**config.mk**
```make
export PLATFORM = sky130hd
export DESIGN_NAME = pld_cell
export DESIGN_NICKNAME = d
export VERILOG_FILES = /design/src/rtl/positional_list_insert_delete_macros.svh /design/src/rtl/pld_pkg.sv /design/src/rtl/pld_cell.sv
export SDC_FILE = /design/constraint.sdc
export NUM_CORES = 1
export LEC_CHECK = 0
export ABC_AREA = 1
export BUFFER_PORTS_ARGS = -buffer_cell sky130_fd_sc_hd__clkbuf_2
export CAP_MARGIN = 10
export CORE_ASPECT_RATIO = 1.4
export CORE_MARGIN = 2
export CORE_UTILIZATION = 40
export DETAILED_ROUTE_END_ITERATION = 10
export HOLD_SLACK_MARGIN = 0.12
export PLACE_DENSITY_LB_ADDON = 0.2
export SETUP_SLACK_MARGIN = 0.5
export SLEW_MARGIN = 25
export SYNTH_ARGS = -nofsm -noshare
export SYNTH_HDL_FRONTEND = slang
export SYNTH_SLANG_ARGS = --single-unit
```
**constraint.sdc**
```tcl
create_clock -name clk -period 2.8 [get_ports clk]
set_clock_uncertainty 0.05 [all_clocks]
set_input_delay 0.56 -clock clk [delete_from_list [all_inputs] [get_ports clk]]
set_output_delay 0.56 -clock clk [all_outputs]
set_load 0.01 [all_outputs]
```
**src/rtl/positional_list_insert_delete_macros.svh**
```systemverilog
// Assertion macros used by the positional list RTL.
`ifndef POSITIONAL_LIST_INSERT_DELETE_MACROS_SVH
`define POSITIONAL_LIST_INSERT_DELETE_MACROS_SVH

// Implication checked on every rising clock edge outside of reset.
`define PLD_ASSERT_IMP(lbl, cond, prop, msg) \
  lbl: assert property (@(posedge clk) disable iff (rst) (cond) |-> (prop)) else $error(msg);

// Implication whose consequent is checked in the cycle after the antecedent.
`define PLD_ASSERT_NEXT(lbl, cond, prop, msg) \
  lbl: assert property (@(posedge clk) disable iff (rst) (cond) |=> (prop)) else $error(msg);

`endif

```
**src/rtl/pld_pkg.sv**
```systemverilog
// Package with the sizes, codes and types of the positional list.
package pld_pkg;

  localparam int CAPACITY = 256;
  localparam int DATA_W   = 32;
  localparam int POS_W    = 8;
  localparam int CMD_W    = 2;
  localparam int ST_W     = 2;
  localparam int ECNT_W   = 9;

  localparam int IDX_W  = (CAPACITY > 1) ? $clog2(CAPACITY) : 1;
  localparam int CMP_W  = (IDX_W > POS_W) ? IDX_W : POS_W;
  localparam int CNT_W  = $clog2(CAPACITY + 1);
  localparam int CCMP_W = (CNT_W > POS_W) ? CNT_W : POS_W;

  // Selection tree shape: leaves are gathered in groups of GRP per first stage.
  localparam int GRP    = 16;
  localparam int GROUPS = (CAPACITY + GRP - 1) / GRP;

  localparam logic [CMD_W-1:0] CMD_INSERT = 2'd0;
  localparam logic [CMD_W-1:0] CMD_DELETE = 2'd1;
  localparam logic [CMD_W-1:0] CMD_READ   = 2'd2;

  localparam logic [ST_W-1:0] ST_OK    = 2'd0;
  localparam logic [ST_W-1:0] ST_RANGE = 2'd1;
  localparam logic [ST_W-1:0] ST_FULL  = 2'd2;

  localparam logic [1:0] OP_HOLD = 2'd0;
  localparam logic [1:0] OP_INS  = 2'd1;
  localparam logic [1:0] OP_DEL  = 2'd2;

  // Shift control broadcast to every cell.
  typedef struct packed {
    logic [1:0]        op;
    logic [CMP_W-1:0]  pos;
    logic [DATA_W-1:0] val;
  } cell_ctl_t;

endpackage

```
**src/rtl/pld_cell.sv**
```systemverilog
// One storage cell of the list: holds an entry and shifts with its neighbors.
module pld_cell (
  input  logic                        clk,
  input  pld_pkg::cell_ctl_t          ctl,
  input  logic [pld_pkg::CMP_W-1:0]   idx,
  input  logic [pld_pkg::DATA_W-1:0]  left,
  input  logic [pld_pkg::DATA_W-1:0]  right,
  output logic [pld_pkg::DATA_W-1:0]  data,
  output logic [pld_pkg::DATA_W-1:0]  hit
);
  import pld_pkg::*;

  logic match;
  logic above;

  assign match = (idx == ctl.pos);
  assign above = (idx > ctl.pos);

  // The entry shows on the selection tree only in the cell at the position.
  assign hit = data & {DATA_W{match}};

  always_ff @(posedge clk) begin
    case (ctl.op)
      OP_INS: begin
        if (above) begin
          data <= left;
        end else if (match) begin
          data <= ctl.val;
        end
      end
      OP_DEL: begin
        if (above || match) begin
          data <= right;
        end
      end
      default: begin
      end
    endcase
  end

endmodule

```
==> reports/results.tsv <==
stage	metric	value	unit
run_status	outcome	completed	
sta	finalHoldViolCount	0	
sta	hold_ws	502	ps
floorplanning	die_w	72.8	um
yosys	ys_warn_count	0	
place	gp_congestion	0.836	
layout	fin_cells	647	
routing	ant_nets	0	
routing	first_iter_violations	81	
routing	vias	3026	
grt	grt_max_degree	33	
yosys	yosysTopAreaCell	edfxtp_1	
yosys	synth_common_cells	111 x inv_1, 105 x nand2_1, 45 x nand3_1	
sta	period_needed	2420	ps
worst_setup_path	cp-end-kind	output pin	
clock_network	hold_buffers	0	
place	place.port_buffers	178	
worst_hold_path	hold_class	in2reg	
layout	final_core_util	67.4	%
grt	grtUsageTotal	21.7	%
yosys	syn_avg_cell_area	6.92	sq um
worst_setup_path	worst-path-max-fanout	6	
sta	maxSlewViolCount	0	
yosys	yosysSeqAreaShare	36.2	%
sta	max-slew-margin-rel	77.1	%
routing	wirelength	8.50	mm
clock_network	cts_root_buffer	clkbuf_8	
grt	antenna_found_initial	0	
power_and_ir_drop	leakagePower	2.54	nW
grt	grt_pass1_wl	12.5	mm
clock_network	clkTransAtPathRegs	70	ps
worst_setup_path	crit_arrival	1810	ps
floorplanning	io_pins	179	
layout	regMostFlops	data	
place	dp_hpwl	5.93	mm
yosys	syn-num-nets	506	
layout	n_antenna_cell	0	
flow_run	maxCapViolCount	0	
routing	wire_per_inst	13.1	um
floorplanning	core	6480	sq um
worst_setup_path	critPathKind	in2out	
clock_network	clockBufferDepth	2	
yosys	synthFlopType	edfxtp_1	
sta	fin_crit_sh	86.4	%
yosys	synth.most_common_cell	inv_1	
grt	overflow	0	
yosys	synth_edf_count	32	
grt	grt_pass1_vias	2859	
sta	tightestPinTransition	344	ps
sta	tns	0	ps
power_and_ir_drop	power_density	361	nW/um^2
floorplanning	die_h	100	um
floorplanning	die_area	7300	sq um
sta	rsz0062_at_grt	true	
floorplanning	rows	35	
worst_setup_path	cp.required	2190	ps
routing	vias_per_cell	4.68	
yosys	synth_area_leaders	edfxtp_1 36%, inv_1 16%, nand2_1 15%	
place	place_inst	625	
yosys	async_flop_share	0	%
worst_setup_path	cp-start-kind	input port	
clock_network	clock_sink_count	32	
yosys	netlist_instances	383	
power_and_ir_drop	peakVddDrop	0.000233	V
clock_network	cts_buffers	5	
worst_hold_path	hold_depth	3	
layout	nNetsFinal	695	
layout	largest_reg_flops	32	
layout	area_growth	64.8	%
yosys	synth.cell_area	2650	sq um
layout	drive_above_1_share	48.7	%
layout	fill_cells	551	
routing	drtPass1Iterations	4	
yosys	synth_top_area_share	36.2	%
clock_network	htree_levels	2	
sta	max_freq	413	MHz
floorplanning	initial_core_util	40.9	%
clock_network	cts_tree	built	
sta	setup_viol	0	
yosys	synth_seq_cells	32	
yosys	ys_types	19	
layout	reg.largest.list	data (32)	
routing	drc_errors	0	
## metrics by stage
step                setup WS [ps]  power, mW  area (sq um)
floorplan                     478      0.920          2670
detailed placement            249       1.10          3610
global placement              279       1.09          3610
CTS                           385       1.56          4040
finish                        380       1.58          4370
global route                  310       1.67          4370
## final timing paths
path,startpoint,end,slack (ps)
hold / removal,right[19],data[19],500
setup / recovery,ctl[39],hit[23],380
## routing by layer
metal / vias up / track usage (%) / wire length (um)
li1: 1511 / - / -
met1: 1369 / 23.5 / 3010
met2: 131 / 42.2 / 4790
met3: 15 / 2.11 / 518
met4: 0 / 8.12 / 191
met5: - / 0 / 0
## worst max-delay path, stage by stage
cell and delay, ps:
buf_6 70, inv_2 30, ha_4 260, nand2_4 50, nor2_4 130, nand4_4 140
buf_12 190, buf_12 150, nor2_4 110, buf_6 110
## cell families (layout without fill, tap and decap cells)
group                      Yosys count  count (layout)  synth area share [%]
AOI/OAI and AO/OA                    4               4                 0.849
and+or+nand+nor                    209             209                  38.1
adders and majority gates            8               8                  3.78
buffers and inverters              130             320                  21.0
DFF                                 32              32                  36.2
## layout make-up
type	instances	area (sq um)	area share, %
clock buffer	5	68.8	1.57
timing repair buffer	201	1360	31.2
sequential	32	961	22.0
tap	74	92.6	2.12
multi-input combinational	221	1420	32.6
inverter	111	423	9.68
clock inverter	3	37.5	0.859
## layout by cell type (no fill, tap or decap), drive strengths merged
cell	netlist	layout
bufinv	0	1
edfxtp	32	32
ha	8	8
nand2	108	108
buf	13	59
a21o	1	1
clkinv	0	2
nand4	1	1
clkinvlp	0	1
inv	111	110
o21ai	1	1
a21oi	2	2
nor2	35	35
nand3	65	65
clkbuf	6	147
## repair_timing
| action | 4_1_cts | 5_1_grt |
|---|---|---|
| setup endpoints to repair | 32 | 64 |
| gates resized for setup | 45 | 88 |
| endpoints found under the hold margin | 0 | 0 |
| pin swaps | 7 | 9 |
| setup buffers | 9 | 2 |
| gates cloned | 2 | 1 |
## where the power goes
part           switching (mW)  total (mW)  internal (mW)  leakage, nW
sequential             0.0347       0.642          0.608        0.296
combinational           0.298       0.513          0.215         2.19
clock                   0.165       0.424          0.259       0.0532
total                   0.498        1.58           1.08         2.54
(Power assumes the default switching activity.)
